### config.mk
export PLATFORM = sky130hd
export DESIGN_NAME = utf16_emoji_run_segmenter_core
export DESIGN_NICKNAME = d
export VERILOG_FILES = /design/src/ues_pkg.sv /design/src/ues_queue.sv /design/src/ues_front.sv /design/src/ues_back.sv /design/src/utf16_emoji_run_segmenter_core.sv
export SDC_FILE = /design/constraint.sdc
export NUM_CORES = 1
export LEC_CHECK = 0
export CAP_MARGIN = 0
export CORE_UTILIZATION = 40
export CTS_CLUSTER_DIAMETER = 80
export DETAILED_ROUTE_END_ITERATION = 8
export DONT_BUFFER_PORTS = 1
export SKIP_LAST_GASP = 1
export SLEW_MARGIN = 15
export SYNTH_ARGS = -nofsm -noshare
export SYNTH_HDL_FRONTEND = slang
export SYNTH_HIERARCHICAL = 1
export SYNTH_SLANG_ARGS = --single-unit
### constraint.sdc
create_clock -name clk -period 13.2 [get_ports clk]
set_clock_uncertainty 0.15 [all_clocks]
set_input_delay 0.66 -clock clk [delete_from_list [all_inputs] [get_ports clk]]
set_output_delay 0.66 -clock clk [all_outputs]
set_load 0.01 [all_outputs]
### src/ues_pkg.sv
package ues_pkg;

	// One UTF-16 code unit of the text.
	typedef struct packed {
		logic [15:0] code_unit;
		logic        end_of_text;
	} unit_beat_t;

	// One emoji run.
	typedef struct packed {
		logic [15:0] range_start;
		logic [15:0] range_length;
		logic        last_of_run;
	} range_beat_t;

	// Properties of one code point; several may be set at once.
	typedef struct packed {
		logic base;
		logic regional;
		logic suffix;
		logic joiner;
		logic vs16;
		logic keycap_end;
		logic keycap_base;
	} cp_class_t;

	localparam int CLS_W       = $bits(cp_class_t);
	localparam int QUEUE_DEPTH = 2;
	localparam int OUT_DEPTH   = 4;

	localparam logic [15:0] HI_SURR_LO  = 16'hD800;
	localparam logic [15:0] HI_SURR_HI  = 16'hDBFF;
	localparam logic [15:0] LO_SURR_LO  = 16'hDC00;
	localparam logic [15:0] LO_SURR_HI  = 16'hDFFF;
	localparam logic [20:0] SUPP_BASE   = 21'h10000;
	localparam logic [20:0] CP_JOINER   = 21'h0200D;
	localparam logic [20:0] CP_KEYCAP   = 21'h020E3;
	localparam logic [20:0] CP_VS15     = 21'h0FE0E;
	localparam logic [20:0] CP_VS16     = 21'h0FE0F;

	function automatic logic in_rng(input logic [20:0] v, input logic [20:0] lo,
			input logic [20:0] hi);
		return (v >= lo) && (v <= hi);
	endfunction

	function automatic logic is_base(input logic [20:0] v);
		return in_rng(v, 21'h1F000, 21'h1FAFF) || in_rng(v, 21'h02600, 21'h027BF) ||
			in_rng(v, 21'h02194, 21'h02199) || in_rng(v, 21'h021A9, 21'h021AA) ||
			in_rng(v, 21'h0231A, 21'h0231B) || (v == 21'h02328) || (v == 21'h023CF) ||
			in_rng(v, 21'h023E9, 21'h023F3) || in_rng(v, 21'h023F8, 21'h023FA) ||
			(v == 21'h024C2) || in_rng(v, 21'h025AA, 21'h025AB) || (v == 21'h025B6) ||
			(v == 21'h025C0) || in_rng(v, 21'h025FB, 21'h025FE) ||
			in_rng(v, 21'h02934, 21'h02935) || in_rng(v, 21'h02B05, 21'h02B07) ||
			in_rng(v, 21'h02B1B, 21'h02B1C) || (v == 21'h02B50) || (v == 21'h02B55) ||
			(v == 21'h000A9) || (v == 21'h000AE) || (v == 21'h0203C) || (v == 21'h02049) ||
			(v == 21'h02122) || (v == 21'h02139) || (v == 21'h03030) || (v == 21'h0303D) ||
			(v == 21'h03297) || (v == 21'h03299);
	endfunction

	function automatic cp_class_t classify(input logic [20:0] cp);
		cp_class_t c;
		c.base        = is_base(cp);
		c.regional    = in_rng(cp, 21'h1F1E6, 21'h1F1FF);
		c.suffix      = (cp == CP_VS15) || (cp == CP_VS16) || (cp == CP_KEYCAP) ||
			in_rng(cp, 21'h1F3FB, 21'h1F3FF) || in_rng(cp, 21'hE0020, 21'hE007F);
		c.joiner      = (cp == CP_JOINER);
		c.vs16        = (cp == CP_VS16);
		c.keycap_end  = (cp == CP_KEYCAP);
		c.keycap_base = (cp == 21'h00023) || (cp == 21'h0002A) ||
			in_rng(cp, 21'h00030, 21'h00039);
		return c;
	endfunction

endpackage

### src/ues_queue.sv
module ues_queue #(
	parameter int WIDTH = 8
) (
	input  logic             clk,
	input  logic             arst_n,
	input  logic             push_valid,
	output logic             push_ready,
	input  logic [WIDTH-1:0] push_data,
	output logic             pop_valid,
	input  logic             pop_ready,
	output logic [WIDTH-1:0] pop_data
);
	import ues_pkg::*;

	localparam int PTR_W = (QUEUE_DEPTH > 1) ? $clog2(QUEUE_DEPTH) : 1;
	localparam int CNT_W = $clog2(QUEUE_DEPTH + 1);

	logic [WIDTH-1:0] mem_q [QUEUE_DEPTH];
	logic [PTR_W-1:0] wp_q, rp_q;
	logic [CNT_W-1:0] cnt_q;
	logic             do_push, do_pop;

	assign push_ready = (cnt_q != CNT_W'(QUEUE_DEPTH));
	assign pop_valid  = (cnt_q != '0);
	assign pop_data   = mem_q[rp_q];
	assign do_push    = push_valid && push_ready;
	assign do_pop     = pop_valid && pop_ready;

	function automatic logic [PTR_W-1:0] bump(input logic [PTR_W-1:0] p);
		return (p == PTR_W'(QUEUE_DEPTH - 1)) ? '0 : p + 1'b1;
	endfunction

	always_ff @(posedge clk or negedge arst_n) begin
		if (!arst_n) begin
			wp_q  <= '0;
			rp_q  <= '0;
			cnt_q <= '0;
		end else begin
			if (do_push) wp_q <= bump(wp_q);
			if (do_pop) rp_q <= bump(rp_q);
			if (do_push && !do_pop) cnt_q <= cnt_q + 1'b1;
			else if (do_pop && !do_push) cnt_q <= cnt_q - 1'b1;
		end
	end

	always_ff @(posedge clk) begin
		if (do_push) mem_q[wp_q] <= push_data;
	end

endmodule

### src/ues_front.sv
module ues_front #(
	parameter longint unsigned MAX_TEXT_UNITS = 65536,
	localparam int POS_W   = $clog2(MAX_TEXT_UNITS),
	localparam int ENTRY_W = 2 * (1 + ues_pkg::CLS_W + POS_W) + POS_W + 2
) (
	input  logic               clk,
	input  logic               arst_n,
	input  logic               text_valid,
	output logic               text_ready,
	input  ues_pkg::unit_beat_t text_item,
	output logic               entry_valid,
	input  logic               entry_ready,
	output logic [ENTRY_W-1:0] entry
);
	import ues_pkg::*;

	typedef struct packed {
		logic             vld;
		cp_class_t        cls;
		logic [POS_W-1:0] start;
	} event_t;

	typedef struct packed {
		event_t           ev0;
		event_t           ev1;
		logic             eot;
		logic [POS_W:0]   end_pos;
	} entry_t;

	localparam logic [POS_W-1:0] POS_MAX = POS_W'(MAX_TEXT_UNITS - 64'd1);

	logic [POS_W-1:0] pos_q;
	logic [15:0]      held_q;
	logic             held_vld_q;

	entry_t           ent;
	logic [POS_W-1:0] prev;
	logic             is_hi, is_lo, hold_n, accept;
	logic [15:0]      cu;
	logic [20:0]      pair_cp;

	assign cu          = text_item.code_unit;
	assign is_hi       = (cu >= HI_SURR_LO) && (cu <= HI_SURR_HI);
	assign is_lo       = (cu >= LO_SURR_LO) && (cu <= LO_SURR_HI);
	assign pair_cp     = SUPP_BASE + {1'b0, held_q[9:0], cu[9:0]};
	assign prev        = (pos_q != '0) ? pos_q - 1'b1 : '0;
	assign text_ready  = entry_ready;
	assign entry_valid = text_valid;
	assign accept      = text_valid && entry_ready;
	assign entry       = ent;

	// Greedy surrogate pairing; a unit never yields more than two code points.
	always_comb begin
		ent         = '0;
		hold_n      = 1'b0;
		ent.eot     = text_item.end_of_text;
		ent.end_pos = {1'b0, pos_q} + 1'b1;
		if (held_vld_q) begin
			if (is_lo) begin
				ent.ev0 = '{vld: 1'b1, cls: classify(pair_cp), start: prev};
			end else begin
				ent.ev0 = '{vld: 1'b1, cls: classify({5'b0, held_q}), start: prev};
				if (is_hi) begin
					hold_n = 1'b1;
					if (text_item.end_of_text) begin
						ent.ev1 = '{vld: 1'b1, cls: classify({5'b0, cu}), start: pos_q};
					end
				end else begin
					ent.ev1 = '{vld: 1'b1, cls: classify({5'b0, cu}), start: pos_q};
				end
			end
		end else if (is_hi) begin
			hold_n = 1'b1;
			if (text_item.end_of_text) begin
				ent.ev0 = '{vld: 1'b1, cls: classify({5'b0, cu}), start: pos_q};
			end
		end else begin
			ent.ev0 = '{vld: 1'b1, cls: classify({5'b0, cu}), start: pos_q};
		end
	end

	always_ff @(posedge clk or negedge arst_n) begin
		if (!arst_n) begin
			pos_q      <= '0;
			held_q     <= '0;
			held_vld_q <= 1'b0;
		end else if (accept) begin
			if (text_item.end_of_text) begin
				pos_q      <= '0;
				held_vld_q <= 1'b0;
			end else begin
				pos_q      <= (pos_q == POS_MAX) ? pos_q : pos_q + 1'b1;
				held_vld_q <= hold_n;
				if (hold_n) held_q <= cu;
			end
		end
	end

endmodule

### src/ues_back.sv
module ues_back #(
	parameter int POS_W = 16,
	localparam int ENTRY_W = 2 * (1 + ues_pkg::CLS_W + POS_W) + POS_W + 2
) (
	input  logic                clk,
	input  logic                arst_n,
	input  logic                entry_valid,
	output logic                entry_ready,
	input  logic [ENTRY_W-1:0]  entry,
	output logic                range_valid,
	input  logic                range_ready,
	output ues_pkg::range_beat_t range_item
);
	import ues_pkg::*;

	typedef struct packed {
		logic             vld;
		cp_class_t        cls;
		logic [POS_W-1:0] start;
	} event_t;

	typedef struct packed {
		event_t           ev0;
		event_t           ev1;
		logic             eot;
		logic [POS_W:0]   end_pos;
	} entry_t;

	typedef struct packed {
		logic             run_open;
		logic [POS_W-1:0] run_start;
		logic             regional_pair_open;
		logic             absorb_after_joiner;
		logic             keycap_pending;
		logic [POS_W-1:0] keycap_start;
	} run_st_t;

	localparam int CW    = (POS_W + 1 > 16) ? POS_W + 1 : 16;
	localparam int OPTR_W = $clog2(OUT_DEPTH);
	localparam int OCNT_W = $clog2(OUT_DEPTH + 1);

	run_st_t          st_q;
	range_beat_t      rng_q [OUT_DEPTH];
	logic [OPTR_W-1:0] wp_q, rp_q;
	logic [OCNT_W-1:0] cnt_q;

	entry_t           ent;
	run_st_t          st1, st2, st_n;
	logic [2:0]       cand_v;
	range_beat_t      cand [3];
	logic [POS_W-1:0] es0, es1;
	range_beat_t      r0, r1;
	logic [1:0]       n;
	logic             pop, out_pop;

	function automatic void judge(input run_st_t s, input event_t ev, output run_st_t ns,
			output logic emit_v, output logic [POS_W-1:0] emit_s);
		logic done;
		ns     = s;
		emit_v = 1'b0;
		emit_s = s.run_start;
		done   = !ev.vld;
		if (!done && ns.run_open) begin
			if (ns.absorb_after_joiner) begin
				ns.absorb_after_joiner = 1'b0;
				done = 1'b1;
			end else if (ev.cls.suffix || (ns.regional_pair_open && ev.cls.regional)) begin
				ns.regional_pair_open = 1'b0;
				done = 1'b1;
			end else if (ev.cls.joiner) begin
				ns.absorb_after_joiner = 1'b1;
				done = 1'b1;
			end else begin
				emit_v = 1'b1;
				ns.run_open = 1'b0;
				ns.regional_pair_open = 1'b0;
			end
		end
		if (!done && ns.keycap_pending) begin
			if (ev.cls.vs16) begin
				done = 1'b1;
			end else begin
				ns.keycap_pending = 1'b0;
				if (ev.cls.keycap_end) begin
					ns.run_open = 1'b1;
					ns.run_start = ns.keycap_start;
					ns.regional_pair_open = 1'b0;
					ns.absorb_after_joiner = 1'b0;
					done = 1'b1;
				end
			end
		end
		if (!done) begin
			if (ev.cls.base) begin
				ns.run_open = 1'b1;
				ns.run_start = ev.start;
				ns.regional_pair_open = ev.cls.regional;
				ns.absorb_after_joiner = 1'b0;
			end else if (ev.cls.keycap_base) begin
				ns.keycap_pending = 1'b1;
				ns.keycap_start = ev.start;
			end
		end
	endfunction

	function automatic range_beat_t mk_range(input logic [POS_W-1:0] s, input logic [POS_W:0] e);
		logic [POS_W:0] len;
		logic [CW-1:0]  len_w, s_w;
		range_beat_t    r;
		len = (e > {1'b0, s}) ? e - {1'b0, s} : (POS_W + 1)'(1);
		len_w = CW'(len);
		s_w   = CW'(s);
		r.range_length = (len_w > CW'(16'hFFFF)) ? 16'hFFFF : len_w[15:0];
		r.range_start  = (s_w > CW'(16'hFFFF)) ? 16'hFFFF : s_w[15:0];
		r.last_of_run  = 1'b0;
		return r;
	endfunction

	assign ent = entry;

	// Room for two results is kept free so a beat never has to wait halfway.
	assign entry_ready = (cnt_q <= OCNT_W'(OUT_DEPTH - 2));
	assign pop         = entry_valid && entry_ready;
	assign range_valid = (cnt_q != '0);
	assign range_item  = rng_q[rp_q];
	assign out_pop     = range_valid && range_ready;

	always_comb begin
		judge(st_q, ent.ev0, st1, cand_v[0], es0);
		judge(st1, ent.ev1, st2, cand_v[1], es1);
		cand[0]   = mk_range(es0, {1'b0, ent.ev0.start});
		cand[1]   = mk_range(es1, {1'b0, ent.ev1.start});
		cand_v[2] = ent.eot && st2.run_open;
		cand[2]   = mk_range(st2.run_start, ent.end_pos);
		st_n      = ent.eot ? '0 : st2;
	end

	always_comb begin
		r0 = cand[0];
		r1 = cand[1];
		n  = 2'd0;
		for (int i = 0; i < 3; i++) begin
			if (cand_v[i]) begin
				if (n == 2'd0) r0 = cand[i];
				else if (n == 2'd1) r1 = cand[i];
				if (n != 2'd2) n = n + 2'd1;
			end
		end
		r0.last_of_run = (n == 2'd1);
		r1.last_of_run = 1'b1;
	end

	always_ff @(posedge clk or negedge arst_n) begin
		if (!arst_n) begin
			st_q  <= '0;
			wp_q  <= '0;
			rp_q  <= '0;
			cnt_q <= '0;
		end else begin
			if (pop) begin
				st_q <= st_n;
				wp_q <= wp_q + OPTR_W'(n);
			end
			if (out_pop) rp_q <= rp_q + 1'b1;
			cnt_q <= cnt_q + OCNT_W'(pop ? n : 2'd0) - OCNT_W'(out_pop);
		end
	end

	always_ff @(posedge clk) begin
		if (pop && (n != 2'd0)) rng_q[wp_q] <= r0;
		if (pop && (n == 2'd2)) rng_q[wp_q + 1'b1] <= r1;
	end

endmodule

### src/utf16_emoji_run_segmenter_core.sv
// UTF-16 emoji run segmenter.
// The text channel (text_valid/text_ready/text_item) takes one code unit per
// beat; end_of_text on a beat closes the text and sets the offset back to zero.
// The range channel (range_valid/range_ready/range_item) gives the start and
// length of each emoji run; last_of_run marks the final range a text beat
// caused. A beat causes zero, one or two ranges.
// The front stage pairs surrogates, counts offsets and classifies code points
// in the accept cycle; a two-entry queue hands them to the back stage, whose
// run tracker resolves both code points of a beat together and writes the
// ranges into a four-entry output buffer.
// Throughput is one text beat per cycle while the receiver keeps up and the
// beats cause no more than one range each on average.
// A range can be taken only after the beat completing it has been registered
// in the queue and then in the output buffer.
// A receiver stall fills the output buffer, then the queue, and then
// text_ready drops; nothing is lost. Reset empties both buffers and clears the
// offset counter and all run state; no clearing pass follows.
module utf16_emoji_run_segmenter_core #(
	parameter longint unsigned MAX_TEXT_UNITS = 65536
) (
	input  logic                 clk,
	input  logic                 arst_n,
	input  logic                 text_valid,
	output logic                 text_ready,
	input  ues_pkg::unit_beat_t  text_item,
	output logic                 range_valid,
	input  logic                 range_ready,
	output ues_pkg::range_beat_t range_item
);
	import ues_pkg::*;

	localparam int POS_W   = $clog2(MAX_TEXT_UNITS);
	localparam int ENTRY_W = 2 * (1 + CLS_W + POS_W) + POS_W + 2;

	logic               f_valid, f_ready, b_valid, b_ready;
	logic [ENTRY_W-1:0] f_entry, b_entry;

	ues_front #(
		.MAX_TEXT_UNITS(MAX_TEXT_UNITS)
	) u_front (
		.clk        (clk),
		.arst_n     (arst_n),
		.text_valid (text_valid),
		.text_ready (text_ready),
		.text_item  (text_item),
		.entry_valid(f_valid),
		.entry_ready(f_ready),
		.entry      (f_entry)
	);

	ues_queue #(
		.WIDTH(ENTRY_W)
	) u_queue (
		.clk       (clk),
		.arst_n    (arst_n),
		.push_valid(f_valid),
		.push_ready(f_ready),
		.push_data (f_entry),
		.pop_valid (b_valid),
		.pop_ready (b_ready),
		.pop_data  (b_entry)
	);

	ues_back #(
		.POS_W(POS_W)
	) u_back (
		.clk        (clk),
		.arst_n     (arst_n),
		.entry_valid(b_valid),
		.entry_ready(b_ready),
		.entry      (b_entry),
		.range_valid(range_valid),
		.range_ready(range_ready),
		.range_item (range_item)
	);

endmodule
==> results by stage <==
Status:
- The flow ran to the end, and the final reports show no timing, DRC or antenna violations.

Synthesis:
- The share of synthesized area occupied by flip-flops and latches is 40.7%.
- During synthesis, Yosys emitted a total of 6 warnings.
- Yosys attributes the largest share of cell area to edfxtp_1, dfrtp_1, nand2_1.
- When the netlist entered floorplanning its net count stood at 2647.
- In the synthesized netlist, the cells that appear most often are edfxtp_1, nand2_1, nor2_1.
- After synthesis, the share of flip-flops with an asynchronous set or reset is 23.3%.
- After synthesis, the mean cell area works out to 9.51 um^2.
- The cell count after synthesis came out at 2559.
- After synthesis, the largest area contributor takes up 32.1% of total cell area.
- Counting distinct cell types in the post-synthesis netlist gives 99.
- After synthesis the cells add up to 24300 um^2.
- In the post-synthesis netlist, the cell with the most instances is edfxtp_1.
- Counting flops with a built-in enable in the synthesized netlist gives 260.
- The number of flip-flops and latches in the synthesized netlist is 344.
- The most used flip-flop cell after synthesis is edfxtp_1.
- The cell type with the largest total area after synthesis is edfxtp_1.

Flow run:
- The number of maximum-capacitance violations is 0.

Timing:
- The number of hold-slack violations in the final timing report is 0.
- The worst pin sits at a relative slew slack of 19.7%.
- The final critical path takes up 57.1% of the cycle.
- Setup violations remaining at the end of the flow were counted as 0.
- The setup TNS is 0 ps.
- The transition time of the tightest slew-check pin is 1190 ps.
- The max-slew violation count is 0.
- After layout, the worst setup slack is 5660 ps.
- The final critical-path required period is 7540 ps.
- Setup repair after global routing left no endpoint under its margin.
- The fmax is 133 MHz.

Critical path:
- The largest fanout on the critical path is 32.
- In this design, the stage delay of the slowest critical-path cell is 850 ps.
- The largest individual stage delay along the critical path comes from the cell nor2_2.
- The endpoint kind of the worst setup timing path is a register.
- Among the stages of the critical path, the cell type that occurs most often is mux2i_1.
- The kind of critical path is register to register.
- The startpoint type of the worst setup path is a register.
- The critical path data required time is 13390 ps.
- At the worst endpoint, the arrival time is 7730 ps.
- Walking the worst path, the cells encountered are mux2_2 -> a211oi_2 -> a21boi_1 -> nor2_2 -> mux2_2 -> mux2i_1 -> mux2i_1 -> mux2i_1 -> ha_1 -> a21o_1 -> a21o_1 -> o21ai_0 -> a21oi_1 -> o311a_1 -> a211oi_1 -> o211ai_4 -> or4_4 -> nor2b_1 -> a221o_1.

Global routing:
- The initial antenna violation count came to 0.
- The first global-routing pass estimated 131 mm of wire.
- The total congestion overflow is 0.
- Entering global routing, the biggest net connects 81 pins.
- The global routing usage summed across all routing layers is 27.5%.
- The number of global-route vias before repair is 20400.

Floorplanning:
- The die covers 61800 um^2.
- The initial cell density of the core is 40.4%.
- Row generation in the floorplan step produced 90 rows.
- The floorplan die height is 249 um.
- The die is 249 um wide.
- The core region is 60200 um^2.
- During I/O placement, the number of pins put on the boundary was 56.

Clock tree:
- The maximum clock insertion buffer count is 3.
- Clock-pin slew was measured on the worst setup and hold paths at 60 ps.
- The number of gates given a new drive strength after cts is 0.
- Clock tree synthesis inserted a total of 42 buffers.
- The buffers inserted during post-CTS setup optimization is 0.
- The H-tree was split into 2 levels.
- In this run, post-CTS hold repair placed 2 buffers.
- The clock tree from TritonCTS is done.
- The root buffer cell chosen for the clock tree is clkbuf_16.
- The later pin in the worst-skew pair is clocked with a latency of 580 ps.
- Clock tree synthesis found a total of 344 sinks.

Cells and area:
- The number of cells in the finished layout apart from fillers is 3279.
- The post-layout net count is 2552.
- The number of antenna diodes is 0.
- The synthesis-to-finish area growth is 8.08%.
- Cells with a size suffix above 1 make up 11.7% of the layout.
- The sequential cell area is 9890 um^2.
- The area occupied by multi-input gates is 13500 um^2.
- Fill cells in the final layout number 5793.

Route:
- The remaining routing DRC violations is 0.
- The detailed-route wire length per cell is 26.5 um.
- In this run the remaining antenna-violating nets after routing total 0.
- The wire length after detailed routing is 86.8 mm.
- Using the TritonRoute via totals, the vias-per-cell ratio works out to 6.50.
- For this block, the via count after detailed routing is 21300.
- The pre-antenna-repair detailed-routing pass consisted of 6 iterations.
- The count of routing violations after the opening detailed-route iteration is 2631.

Worst hold path:
- The worst hold path belongs to the class input pin to register.

Placement:
- The number of port buffers is 0.
- The worst slack at placement is 5750 ps.
- Including well taps, the total number of placed cells is 3200.
- The HPWL after detailed placement is 63.2 mm.
- At the end of routability-driven placement, the weighted congestion stood at 1.00.

Pwr:
- The largest vdd supply drop is 0.126 mV.
- In this run the power density over the cells is 277 nW/um^2.
- The static leakage power is 0.00914 uW.
-- state kept, by name, summed over array words and instances (netlist names) --
| signal | count |
|---|---|
| u_back/rng_q | 132 |
| u_back/st_q | 20 |
| u_front/held_vld_q | 1 |
| u_back/wp_q | 2 |
| u_queue/wp_q | 1 |
| u_queue/rp_q | 1 |
| u_back/rp_q | 2 |
| u_back/es0 | 16 |
| u_queue/cnt_q | 2 |
| u_front/held_q | 16 |
| u_queue/mem_q | 132 |
| u_back/cnt_q | 3 |
| u_front/pos_q | 16 |
-- stage by stage --
| step | total power, uW | util (%) | hold WS, ps | area [um^2] |
|---|---|---|---|---|
| 3_3_place_gp | 6040 | 41.3 | 225 | 24900 |
| 2_1_floorplan | 4610 | - | 214 | 24300 |
| 3_5_place_dp | 6060 | 41.3 | 225 | 24900 |
| 6_report | 7290 | 43.6 | 39.0 | 26300 |
| 5_1_grt | 7670 | 43.6 | 13.0 | 26300 |
| 4_1_cts | 7230 | 43.6 | 11.2 | 26300 |
-- cells by family (layout without fill, tap and decap cells) --
family	Yosys count	after routing	share of synthesized area, %
and+or+nand+nor	933	933	19.2
xor gates and xnor gates	51	51	1.84
adders and majority gates	68	68	3.58
muxes	195	195	10.6
other	1	1	0.0154
DFF	344	344	40.7
AOI/OAI and AO/OA	722	722	19.9
buffers and inverters	245	183	4.20
-- power by group --
part | internal (uW) | leakage, uW | switching [uW] | total (uW)
Sequential | 1440 | 0.00350 | 155 | 1590
Clock | 661 | 0.000670 | 477 | 1140
Combinational | 1470 | 0.00496 | 3090 | 4560
Total | 3570 | 0.00914 | 3730 | 7290
-- layout by cell type (no fill, tap or decap), types with 19 or more instances in the layout --
cell type / instances
mux4_2: 33
clkbuf_16: 44
xnor2_1: 36
a21o_1: 39
nor4_1: 31
mux2_2: 59
a21oi_1: 128
and3_1: 23
nor2_1: 218
nor3_1: 63
nand3_1: 78
or2_2: 25
nand2_1: 240
mux2i_1: 69
o21ai_0: 159
nand2b_1: 56
or3_1: 26
buf_4: 39
inv_1: 65
mux2_4: 30
and2_1: 39
o221ai_1: 30
o22ai_1: 103
o31ai_1: 20
a211oi_1: 19
dfrtp_1: 78
a31oi_1: 19
o21a_1: 24
edfxtp_1: 260
nand4_1: 29
ha_1: 64
nor2b_1: 28
-- worst paths after layout --
path                                              to  slack [ps]            start  depth (start not counted)
max in group asynchronous               u_queue/rp_q       11950           arst_n                          2
worst max-delay path              u_back/rng_q[2][6]        5660     u_queue/rp_q                         19
worst min register to register       u_back/cnt_q[2]         340  u_back/cnt_q[2]                          1
min in group asynchronous           u_front/pos_q[7]         480           arst_n                          2
worst max register to register    u_back/rng_q[2][6]        5660     u_queue/rp_q                         19
worst min-delay path            u_queue/mem_q[1][17]          40     text_item[0]                          0
-- critical path: cells and delay by family (launching register included) --
family	cells	cell delay, ps
AOI/OAI and AO/OA	10	2440
and+or+nand+nor	3	1640
muxes	5	1870
adders and majority gates	1	450
DFF	1	740
-- per-layer routing --
| metal | routed length [um] | part of all wire, % | up-vias | global-route usage, % |
|---|---|---|---|---|
| li1 | - | - | 9548 | - |
| met2 | 40200 | 46 | 980 | 44.1 |
| met4 | 2750 | 3.2 | 0 | 9.74 |
| met1 | 37800 | 44 | 10600 | 37.5 |
| met3 | 6030 | 7.0 | 168 | 4.45 |
| met5 | 0 | 0 | - | 0 |
-- area by class of cell --
type | count | share of cell area (%)
Timing Repair Buffer | 41 | 1.26
Tap cell | 782 | 3.72
Inverter | 65 | 0.928
Clock inverter | 23 | 0.771
Multi-Input combinational cell | 1970 | 51.3
Sequential cell | 344 | 37.6
Clock buffer | 54 | 4.37
No activity file was read; power rests on OpenSTA's default activity.
